File: config.mk
export PLATFORM = sky130hd
export DESIGN_NAME = script_lexer_unit_flat
export DESIGN_NICKNAME = d
export VERILOG_FILES = /design/src/sv/slx_pkg.sv /design/src/sv/slx_if.sv /design/src/sv/script_lexer_unit.sv /design/src/sv/slx_front.sv /design/src/sv/slx_queue.sv /design/src/flat_wrapper.sv
export SDC_FILE = /design/constraint.sdc
export NUM_CORES = 2
export LEC_CHECK = 0
export ABC_AREA = 1
export BUFFER_PORTS_ARGS = -buffer_cell sky130_fd_sc_hd__buf_2
export CORE_MARGIN = 2
export CORE_UTILIZATION = 41
export CTS_CLUSTER_DIAMETER = 30
export CTS_CLUSTER_SIZE = 28
export DETAILED_ROUTE_END_ITERATION = 6
export GPL_TIMING_DRIVEN = 0
export SYNTH_ARGS = -nofsm -noshare
export SYNTH_HDL_FRONTEND = slang
export SYNTH_SLANG_ARGS = --single-unit
File: constraint.sdc
create_clock -name clk -period 5.4 [get_ports clk]
set_input_delay 0 -clock clk [delete_from_list [all_inputs] [get_ports clk]]
set_output_delay 0 -clock clk [all_outputs]
set_load 0.02 [all_outputs]
File: src/sv/slx_pkg.sv
`default_nettype none
package slx_pkg;
  localparam int POS_BITS_DEF  = 32;
  localparam int LEN_BITS_DEF  = 16;
  localparam int LINE_BITS_DEF = 16;

  typedef enum logic [3:0] {
    M_IDLE, M_SLASH, M_COMMENT, M_BANG, M_EQUAL, M_GREATER, M_LESS,
    M_IDENT, M_INT, M_DOT, M_FRAC, M_STRING
  } mode_t;

  localparam logic [5:0] K_LPAREN = 6'd0;
  localparam logic [5:0] K_RPAREN = 6'd1;
  localparam logic [5:0] K_LBRACE = 6'd2;
  localparam logic [5:0] K_RBRACE = 6'd3;
  localparam logic [5:0] K_COMMA  = 6'd4;
  localparam logic [5:0] K_DOT    = 6'd5;
  localparam logic [5:0] K_MINUS  = 6'd6;
  localparam logic [5:0] K_PLUS   = 6'd7;
  localparam logic [5:0] K_SEMI   = 6'd8;
  localparam logic [5:0] K_SLASH  = 6'd9;
  localparam logic [5:0] K_STAR   = 6'd10;
  localparam logic [5:0] K_BANG   = 6'd11;
  localparam logic [5:0] K_IDENT  = 6'd19;
  localparam logic [5:0] K_STRING = 6'd20;
  localparam logic [5:0] K_NUMBER = 6'd21;
  localparam logic [5:0] K_ERROR  = 6'd36;
  localparam logic [5:0] K_EOF    = 6'd37;

  localparam logic [1:0] E_NONE  = 2'd0;
  localparam logic [1:0] E_CHAR  = 2'd1;
  localparam logic [1:0] E_UNTERM = 2'd2;

  typedef struct packed {
    logic [5:0]  kind;
    logic [47:0] start;
    logic [31:0] len;
    logic [31:0] line;
    logic [1:0]  err;
  } tok_t;

  function automatic logic [5:0] word_kind(input logic [47:0] w, input logic [2:0] n);
    logic [5:0] k;
    k = K_IDENT;
    case (n)
      3'd2: begin
        if (w[15:0] == "fi") k = 6'd28;
        if (w[15:0] == "ro") k = 6'd30;
      end
      3'd3: begin
        if (w[23:0] == "dna") k = 6'd22;
        if (w[23:0] == "rof") k = 6'd26;
        if (w[23:0] == "nuf") k = 6'd27;
        if (w[23:0] == "lin") k = 6'd29;
        if (w[23:0] == "rav") k = 6'd34;
      end
      3'd4: if (w[31:0] == "esle") k = 6'd24;
      3'd5: begin
        if (w[39:0] == "ssalc") k = 6'd23;
        if (w[39:0] == "eslaf") k = 6'd25;
        if (w[39:0] == "tnirp") k = 6'd31;
        if (w[39:0] == "repus") k = 6'd33;
        if (w[39:0] == "elihw") k = 6'd35;
      end
      3'd6: if (w == "nruter") k = 6'd32;
      default: k = K_IDENT;
    endcase
    return k;
  endfunction
endpackage
`default_nettype wire

File: src/sv/slx_if.sv
`default_nettype none
interface slx_in_if;
  logic       valid;
  logic       ready;
  logic [7:0] ch;
  logic       end_of_source;
  modport source (output valid, ch, end_of_source, input ready);
  modport sink (input valid, ch, end_of_source, output ready);
endinterface

interface slx_out_if #(parameter int POS_BITS = 32, parameter int LEN_BITS = 16,
                       parameter int LINE_BITS = 16);
  logic                 valid;
  logic                 ready;
  logic [5:0]           token_kind;
  logic [POS_BITS-1:0]  start_offset;
  logic [LEN_BITS-1:0]  token_length;
  logic [LINE_BITS-1:0] line_number;
  logic [1:0]           error_kind;
  logic                 last_of_run;
  modport source (output valid, token_kind, start_offset, token_length, line_number,
                  error_kind, last_of_run, input ready);
  modport sink (input valid, token_kind, start_offset, token_length, line_number,
                error_kind, last_of_run, output ready);
endinterface
`default_nettype wire

File: src/sv/script_lexer_unit.sv
`default_nettype none
// Streaming scanner: one source byte is taken per cycle while the eight-entry
// token queue has room for three more tokens; each byte yields up to three
// tokens, delivered one per cycle from the queue head while tok.ready is high,
// so a run of bursts can hold the input back until the queue drains.
module script_lexer_unit import slx_pkg::*; #(
  parameter int POS_BITS = POS_BITS_DEF,
  parameter int LEN_BITS = LEN_BITS_DEF,
  parameter int LINE_BITS = LINE_BITS_DEF
) (
  input wire logic clk,
  input wire logic rst,
  slx_in_if.sink   src,
  slx_out_if.source tok
);
  logic take, room, hv, hl;
  logic [1:0] n_tok;
  tok_t t0, t1, t2, head;

  slx_front #(.POS_BITS(POS_BITS), .LEN_BITS(LEN_BITS), .LINE_BITS(LINE_BITS)) u_front (
    .clk, .rst, .in_valid(src.valid), .ch(src.ch), .end_of_source(src.end_of_source),
    .take, .room, .n_tok, .tok0(t0), .tok1(t1), .tok2(t2)
  );

  slx_queue u_queue (
    .clk, .rst, .push(take), .n_push(n_tok), .tok0(t0), .tok1(t1), .tok2(t2),
    .room, .head_valid(hv), .head, .head_last(hl), .pop(tok.ready)
  );

  assign src.ready = room;
  assign tok.valid = hv;
  assign tok.token_kind = head.kind;
  assign tok.start_offset = head.start[POS_BITS-1:0];
  assign tok.token_length = head.len[LEN_BITS-1:0];
  assign tok.line_number = head.line[LINE_BITS-1:0];
  assign tok.error_kind = head.err;
  assign tok.last_of_run = hl;
endmodule
`default_nettype wire

File: src/sv/slx_front.sv
`default_nettype none
module slx_front import slx_pkg::*; #(
  parameter int POS_BITS = POS_BITS_DEF,
  parameter int LEN_BITS = LEN_BITS_DEF,
  parameter int LINE_BITS = LINE_BITS_DEF
) (
  input  wire logic       clk,
  input  wire logic       rst,
  input  wire logic       in_valid,
  input  wire logic [7:0] ch,
  input  wire logic       end_of_source,
  output logic            take,
  input  wire logic       room,
  output logic [1:0]      n_tok,
  output tok_t            tok0,
  output tok_t            tok1,
  output tok_t            tok2
);
  localparam logic [LEN_BITS-1:0]  LMAX = '1;
  localparam logic [LINE_BITS-1:0] NMAX = '1;

  mode_t                mode, mode_next;
  logic [47:0]          word, word_next;
  logic [POS_BITS-1:0]  tstart, tstart_next;
  logic [LEN_BITS-1:0]  count, count_next;
  logic [POS_BITS-1:0]  pos;
  logic [LINE_BITS-1:0] line, line_next;

  tok_t t [3];
  logic [1:0] n;
  logic at_end, isal, isdg, flush_it, idle_it;
  logic [LEN_BITS-1:0] c1, c2;
  logic [LINE_BITS-1:0] lflush;

  assign take = in_valid && room;
  assign at_end = end_of_source || ch == 8'd0;
  assign isal = (ch >= "a" && ch <= "z") || (ch >= "A" && ch <= "Z") || ch == "_";
  assign isdg = ch >= "0" && ch <= "9";
  assign c1 = (count == LMAX) ? count : count + 1'b1;
  assign c2 = (c1 == LMAX) ? c1 : c1 + 1'b1;

  function automatic tok_t mk(input logic [5:0] k, input logic [POS_BITS-1:0] s,
                              input logic [LEN_BITS-1:0] l, input logic [LINE_BITS-1:0] ln,
                              input logic [1:0] e);
    tok_t r;
    r = '0;
    r.kind = k;
    r.start = 48'(s);
    r.len = 32'(l);
    r.line = 32'(ln);
    r.err = e;
    return r;
  endfunction

  always_comb begin
    mode_next = mode;
    word_next = word;
    tstart_next = tstart;
    count_next = count;
    line_next = line;
    n = 2'd0;
    t[0] = '0;
    t[1] = '0;
    t[2] = '0;
    flush_it = 1'b0;
    idle_it = 1'b0;
    lflush = line;
    if (at_end) begin
      flush_it = 1'b1;
    end else begin
      case (mode)
        M_IDLE: idle_it = 1'b1;
        M_SLASH: begin
          if (ch == "/") mode_next = M_COMMENT;
          else begin flush_it = 1'b1; idle_it = 1'b1; end
        end
        M_COMMENT: if (ch == 8'h0a) idle_it = 1'b1;
        M_BANG, M_EQUAL, M_GREATER, M_LESS: begin
          if (ch == "=") begin
            t[0] = mk(K_BANG + 6'(2 * (int'(mode) - int'(M_BANG))) + 6'd1, tstart,
                      LEN_BITS'(2), line, E_NONE);
            n = 2'd1;
            mode_next = M_IDLE;
          end else begin flush_it = 1'b1; idle_it = 1'b1; end
        end
        M_IDENT: begin
          if (isal || isdg) begin
            case (count)
              LEN_BITS'(1): word_next[15:8] = ch;
              LEN_BITS'(2): word_next[23:16] = ch;
              LEN_BITS'(3): word_next[31:24] = ch;
              LEN_BITS'(4): word_next[39:32] = ch;
              LEN_BITS'(5): word_next[47:40] = ch;
              default: ;
            endcase
            count_next = c1;
          end else begin flush_it = 1'b1; idle_it = 1'b1; end
        end
        M_INT: begin
          if (isdg) count_next = c1;
          else if (ch == ".") mode_next = M_DOT;
          else begin flush_it = 1'b1; idle_it = 1'b1; end
        end
        M_DOT: begin
          if (isdg) begin count_next = c2; mode_next = M_FRAC; end
          else begin flush_it = 1'b1; idle_it = 1'b1; end
        end
        M_FRAC: begin
          if (isdg) count_next = c1;
          else begin flush_it = 1'b1; idle_it = 1'b1; end
        end
        M_STRING: begin
          count_next = c1;
          if (ch == "\"") begin
            t[0] = mk(K_STRING, tstart, c1, line, E_NONE);
            n = 2'd1;
            mode_next = M_IDLE;
          end else if (ch == 8'h0a) begin
            line_next = (line == NMAX) ? line : line + 1'b1;
          end
        end
        default: idle_it = 1'b1;
      endcase
    end
    if (flush_it) begin
      case (mode)
        M_SLASH: begin t[0] = mk(K_SLASH, tstart, LEN_BITS'(1), lflush, E_NONE); n = 2'd1; end
        M_BANG, M_EQUAL, M_GREATER, M_LESS: begin
          t[0] = mk(K_BANG + 6'(2 * (int'(mode) - int'(M_BANG))), tstart, LEN_BITS'(1),
                    lflush, E_NONE);
          n = 2'd1;
        end
        M_IDENT: begin
          t[0] = mk((count > LEN_BITS'(6)) ? K_IDENT : word_kind(word, count[2:0]), tstart,
                    count, lflush, E_NONE);
          n = 2'd1;
        end
        M_INT, M_FRAC: begin t[0] = mk(K_NUMBER, tstart, count, lflush, E_NONE); n = 2'd1; end
        M_DOT: begin
          t[0] = mk(K_NUMBER, tstart, count, lflush, E_NONE);
          t[1] = mk(K_DOT, pos - 1'b1, LEN_BITS'(1), lflush, E_NONE);
          n = 2'd2;
        end
        M_STRING: begin t[0] = mk(K_ERROR, tstart, '0, lflush, E_UNTERM); n = 2'd1; end
        default: ;
      endcase
      mode_next = M_IDLE;
    end
    if (at_end) begin
      t[n] = mk(K_EOF, pos, '0, line, E_NONE);
      n = n + 2'd1;
    end
    if (idle_it) begin
      mode_next = M_IDLE;
      case (ch)
        " ", 8'h0d, 8'h09: ;
        8'h0a: line_next = (line == NMAX) ? line : line + 1'b1;
        "(": begin t[n] = mk(K_LPAREN, pos, LEN_BITS'(1), line, E_NONE); n = n + 2'd1; end
        ")": begin t[n] = mk(K_RPAREN, pos, LEN_BITS'(1), line, E_NONE); n = n + 2'd1; end
        "{": begin t[n] = mk(K_LBRACE, pos, LEN_BITS'(1), line, E_NONE); n = n + 2'd1; end
        "}": begin t[n] = mk(K_RBRACE, pos, LEN_BITS'(1), line, E_NONE); n = n + 2'd1; end
        ",": begin t[n] = mk(K_COMMA, pos, LEN_BITS'(1), line, E_NONE); n = n + 2'd1; end
        ".": begin t[n] = mk(K_DOT, pos, LEN_BITS'(1), line, E_NONE); n = n + 2'd1; end
        "-": begin t[n] = mk(K_MINUS, pos, LEN_BITS'(1), line, E_NONE); n = n + 2'd1; end
        "+": begin t[n] = mk(K_PLUS, pos, LEN_BITS'(1), line, E_NONE); n = n + 2'd1; end
        ";": begin t[n] = mk(K_SEMI, pos, LEN_BITS'(1), line, E_NONE); n = n + 2'd1; end
        "*": begin t[n] = mk(K_STAR, pos, LEN_BITS'(1), line, E_NONE); n = n + 2'd1; end
        "/": begin mode_next = M_SLASH; tstart_next = pos; count_next = LEN_BITS'(1); end
        "!": begin mode_next = M_BANG; tstart_next = pos; count_next = LEN_BITS'(1); end
        "=": begin mode_next = M_EQUAL; tstart_next = pos; count_next = LEN_BITS'(1); end
        ">": begin mode_next = M_GREATER; tstart_next = pos; count_next = LEN_BITS'(1); end
        "<": begin mode_next = M_LESS; tstart_next = pos; count_next = LEN_BITS'(1); end
        "\"": begin mode_next = M_STRING; tstart_next = pos; count_next = LEN_BITS'(1); end
        default: begin
          if (isal) begin
            mode_next = M_IDENT; tstart_next = pos; count_next = LEN_BITS'(1);
            word_next = {40'd0, ch};
          end else if (isdg) begin
            mode_next = M_INT; tstart_next = pos; count_next = LEN_BITS'(1);
          end else begin
            t[n] = mk(K_ERROR, pos, '0, line, E_CHAR);
            n = n + 2'd1;
          end
        end
      endcase
    end
    n_tok = n;
    tok0 = t[0];
    tok1 = t[1];
    tok2 = t[2];
  end

  always_ff @(posedge clk) begin
    if (rst) begin
      mode <= M_IDLE;
      word <= '0;
      tstart <= '0;
      count <= '0;
      pos <= '0;
      line <= LINE_BITS'(1);
    end else if (take) begin
      if (at_end) begin
        mode <= M_IDLE;
        word <= '0;
        tstart <= '0;
        count <= '0;
        pos <= '0;
        line <= LINE_BITS'(1);
      end else begin
        mode <= mode_next;
        word <= word_next;
        tstart <= tstart_next;
        count <= count_next;
        pos <= pos + 1'b1;
        line <= line_next;
      end
    end
  end
endmodule
`default_nettype wire

File: src/sv/slx_queue.sv
`default_nettype none
module slx_queue import slx_pkg::*; (
  input  wire logic       clk,
  input  wire logic       rst,
  input  wire logic       push,
  input  wire logic [1:0] n_push,
  input  wire tok_t       tok0,
  input  wire tok_t       tok1,
  input  wire tok_t       tok2,
  output logic            room,
  output logic            head_valid,
  output tok_t            head,
  output logic            head_last,
  input  wire logic       pop
);
  localparam int DEPTH = 8;
  tok_t       mem  [DEPTH];
  logic       lst  [DEPTH];
  logic [2:0] wp, rp;
  logic [3:0] fill;
  logic [1:0] np;
  logic       popd;

  assign np = push ? n_push : 2'd0;
  assign popd = pop && head_valid;
  assign room = fill <= 4'd5;
  assign head_valid = fill != 4'd0;
  assign head = mem[rp];
  assign head_last = lst[rp];

  always_ff @(posedge clk) begin
    if (np >= 2'd1) begin
      mem[wp] <= tok0;
      lst[wp] <= np == 2'd1;
    end
    if (np >= 2'd2) begin
      mem[wp + 3'd1] <= tok1;
      lst[wp + 3'd1] <= np == 2'd2;
    end
    if (np == 2'd3) begin
      mem[wp + 3'd2] <= tok2;
      lst[wp + 3'd2] <= 1'b1;
    end
  end

  always_ff @(posedge clk) begin
    if (rst) begin
      wp <= '0;
      rp <= '0;
      fill <= '0;
    end else begin
      wp <= wp + 3'(np);
      rp <= rp + 3'(popd);
      fill <= fill + 4'(np) - 4'(popd);
    end
  end
endmodule
`default_nettype wire

File: src/flat_wrapper.sv
// flat-port wrapper written by rule: the top's interface ports become plain ports
module script_lexer_unit_flat import slx_pkg::*;
#(
  parameter int POS_BITS = POS_BITS_DEF,
  parameter int LEN_BITS = LEN_BITS_DEF,
  parameter int LINE_BITS = LINE_BITS_DEF
)
  (clk, rst, src_valid, src_ch, src_end_of_source, src_ready, tok_valid, tok_token_kind, tok_start_offset, tok_token_length, tok_line_number, tok_error_kind, tok_last_of_run, tok_ready);
  slx_in_if src_i ();
  slx_out_if #(.POS_BITS(POS_BITS), .LEN_BITS(LEN_BITS), .LINE_BITS(LINE_BITS)) tok_i ();
  input wire logic clk;
  input wire logic rst;
  input wire logic [$bits(src_i.valid)-1:0] src_valid;
  input wire logic [$bits(src_i.ch)-1:0] src_ch;
  input wire logic [$bits(src_i.end_of_source)-1:0] src_end_of_source;
  output wire logic [$bits(src_i.ready)-1:0] src_ready;
  output wire logic [$bits(tok_i.valid)-1:0] tok_valid;
  output wire logic [$bits(tok_i.token_kind)-1:0] tok_token_kind;
  output wire logic [$bits(tok_i.start_offset)-1:0] tok_start_offset;
  output wire logic [$bits(tok_i.token_length)-1:0] tok_token_length;
  output wire logic [$bits(tok_i.line_number)-1:0] tok_line_number;
  output wire logic [$bits(tok_i.error_kind)-1:0] tok_error_kind;
  output wire logic [$bits(tok_i.last_of_run)-1:0] tok_last_of_run;
  input wire logic [$bits(tok_i.ready)-1:0] tok_ready;
  assign src_i.valid = src_valid;
  assign src_i.ch = src_ch;
  assign src_i.end_of_source = src_end_of_source;
  assign src_ready = src_i.ready;
  assign tok_valid = tok_i.valid;
  assign tok_token_kind = tok_i.token_kind;
  assign tok_start_offset = tok_i.start_offset;
  assign tok_token_length = tok_i.token_length;
  assign tok_line_number = tok_i.line_number;
  assign tok_error_kind = tok_i.error_kind;
  assign tok_last_of_run = tok_i.last_of_run;
  assign tok_i.ready = tok_ready;
  script_lexer_unit #(.POS_BITS(POS_BITS), .LEN_BITS(LEN_BITS), .LINE_BITS(LINE_BITS)) u_core (.clk(clk), .rst(rst), .src(src_i), .tok(tok_i));
endmodule
==> flow_summary.json <==
{
  "clock_latency_ns": 0.83,
  "syn_nets": 6711,
  "grtUsageTotal_pct": 41.9,
  "start_util_pct": 41.3,
  "whs_ns": 0.0359,
  "crit_required_ns": 5.40,
  "viasPerCell": 6.18,
  "timing_worst_setup_path_type": "reg -> out",
  "die-area_um2": 118000,
  "post-route-min-period_ns": 5.49,
  "multi_input_area_um2": 24000,
  "clkSlewWorstSetupHoldPaths_ns": 0.05,
  "drv_cap": 1,
  "crit_path_start_kind": "flip-flop",
  "postRouteAntennaNets": 0,
  "violations": "DRC, capacitance limit, slew limit, setup timing",
  "yosys.area.top_type_share_pct": 36.7,
  "vdd_drop_max_v": 0.000274,
  "fp.dieH_um": 343,
  "regArea_um2": 20600,
  "relSlewSlack_pct": -2.41,
  "syn_avg_cell_area_um2": 7.08,
  "dr_total_vias": 53700,
  "nFillCells": 11300,
  "synth_ff_type": "edfxtp_1",
  "status": "finished with violations",
  "fp-row-count": 124,
  "drive_gt1_share_pct": 11.4,
  "hold_path_class": "in -> reg",
  "hpwlAfterDp_um": 172000,
  "tightestPinTransition_ns": 1.54,
  "cts_htree_levels": 4,
  "yosys_warnings": 0,
  "syn_to_final_growth_pct": 22.4,
  "post_drt_wl_per_cell_um": 29.6,
  "synth_area_leaders": "edfxtp_1, nand2_1, nor2_1",
  "skew_ns": 0.0537,
  "grt_max_degree": 37,
  "final_util_pct": 50.5,
  "setup_viol": 2,
  "end_kind": "primary output",
  "fmax_mhz": 182,
  "ys_top_cells_by_count": "nand2_1, nor2_1, nand3_1",
  "crit_arrival_ns": 5.49,
  "synth_seq_cells": 742,
  "ys_types": 58,
  "powerDensity_nw_per_um2": 488,
  "synth_edf_count": 576,
  "drv_slew": 11,
  "drtIter0Drc": 9284,
  "core_area_um2": 114000,
  "p_leak_nw": 23.0,
  "async_flop_share_pct": 0,
  "remaining_drc_errors": 7,
  "layout_setup_ws_ns": -0.0869,
  "wirelength_um": 257000,
  "path_max_fanout": 10,
  "fin_nets": 7071,
  "clock_sinks": 742,
  "cts_tree": "done",
  "drtPass1Iterations": 7,
  "numCtsBuffers": 187,
  "place.gp.congestion": 1.04,
  "synth_cells": 6663,
  "hold_violations": 0,
  "syn_area_um2": 47100,
  "ios": 88,
  "ys_seq_area_share_pct": 43.7,
  "overflow": 0,
  "clock_path_buffers": 3,
  "post-place-ws_ns": -0.967,
  "grt_pass1_vias": 48100,
  "fin_crit_sh_pct": 102,
  "antenna_found_initial": 9,
  "grt_pass1_wl_um": 351000,
  "synth_top_area_cell": "edfxtp_1",
  "io_buffers": 84,
  "root_buffer": "clkbuf_16",
  "die-width_um": 343,
  "yosys.cell_count.top_type": "nand2_1"
}
==> flip-flops by register name, summed over array words and instances, names as in the netlist <==
signal	cells
u_core.u_queue.rp	3
u_core.u_queue.lst	8
u_core.u_front.word	48
u_core.u_queue.wp	3
u_core.u_front.lflush	16
u_core.u_front.tstart	32
u_core.u_front.count	16
u_core.u_queue.fill	4
u_core.u_queue.mem	576
u_core.u_front.pos	32
u_core.u_front.mode	4
==> worst max-delay path, cell delays in order, from the launching register on <==
cell	delay [ns]
dfxtp_1	0.43
inv_1	0.18
clkbuf_1	0.92
clkbuf_1	0.80
clkbuf_1	0.86
nor2_1	0.08
o22ai_1	0.20
nor2_1	0.06
a31oi_1	0.79
buf_2	0.31
==> stage by stage <==
step	power, mW	cells	TNS (ns)	cell area [um^2]
finish	28.2	8702	-0.159	57700
global route	28.7	8690	-0.00596	57700
CTS	27.2	8649	0	56900
detailed placement	15.5	8264	-461.63	49700
global placement	15.4	8259	-1177.51	49500
floorplan	12.0	6663	0	47200
==> cell usage in the layout (no fill, tap or decap), types with 50 or more instances in the layout <==
| cell | instances |
|---|---|
| a21oi_1 | 218 |
| a31oi_1 | 77 |
| buf_2 | 212 |
| buf_4 | 59 |
| clkbuf_1 | 238 |
| clkbuf_16 | 191 |
| dfxtp_1 | 164 |
| edfxtp_1 | 576 |
| inv_1 | 298 |
| nand2_1 | 1795 |
| nand3_1 | 618 |
| nand4_1 | 66 |
| nor2_1 | 1305 |
| nor3_1 | 168 |
| o211ai_1 | 50 |
| o21ai_0 | 484 |
| o22ai_1 | 80 |
==> routing by layer <==
layer	global-route usage, %	wire length [um]	vias to the layer above
met5	0.321	167	-
met4	22.9	17500	14
met3	15.6	38200	1020
met2	60.7	106000	4324
met1	53.8	94800	25200
li1	-	-	23200
==> layout make-up <==
cell class	count	share of cell area, %
buffer	411	3.33
antenna	13	0.0564
tap	1512	3.28
timing repair buffer	155	2.49
clock inverter	118	2.56
multi-input combinational	5179	41.6
inverter	347	2.28
clock buffer	225	8.64
sequential	742	35.7
==> worst paths after layout <==
kind | start | to | slack (ns) | depth (start not counted)
worst max-delay path | u_core.u_queue.rp[0]$_SDFF_PP0_ | tok_token_kind[3] | -0.09 | 9
worst min register to register | u_core.u_front.word[7]$_SDFFE_PP0P_ | u_core.u_front.word[7]$_SDFFE_PP0P_ | 0.47 | 2
worst min-delay path | rst | u_core.u_front.word[46]$_SDFFE_PP0P_ | 0.04 | 3
worst max register to register | u_core.u_front.mode[0]$_SDFFE_PP0P_ | u_core.u_queue.mem[4][12]$_DFFE_PP_ | 0.13 | 25
==> timing repair <==
action,4_1_cts,5_1_grt
gates cloned,14,11
hold endpoints to repair,45,0
resized for setup,37,71
endpoints found under the setup margin,974,821
setup buffers,18,31
pin swaps,11,14
hold buffers,11,0
==> where the power goes <==
part | internal (mW) | switching, mW
combinational | 2.25 | 7.14
sequential | 7.05 | 0.186
clock | 7.74 | 3.79
total | 17.0 | 11.1
==> cell families after synthesis <==
family,synth area share (%)
AO/OA/AOI/OAI,11.9
XOR/XNOR,0.632
adder cells (fa/ha/maj),0.961
buffers and inverters,6.79
flip-flops,43.7
AND/OR/NAND/NOR,36.0
(Power assumes the default switching activity.)
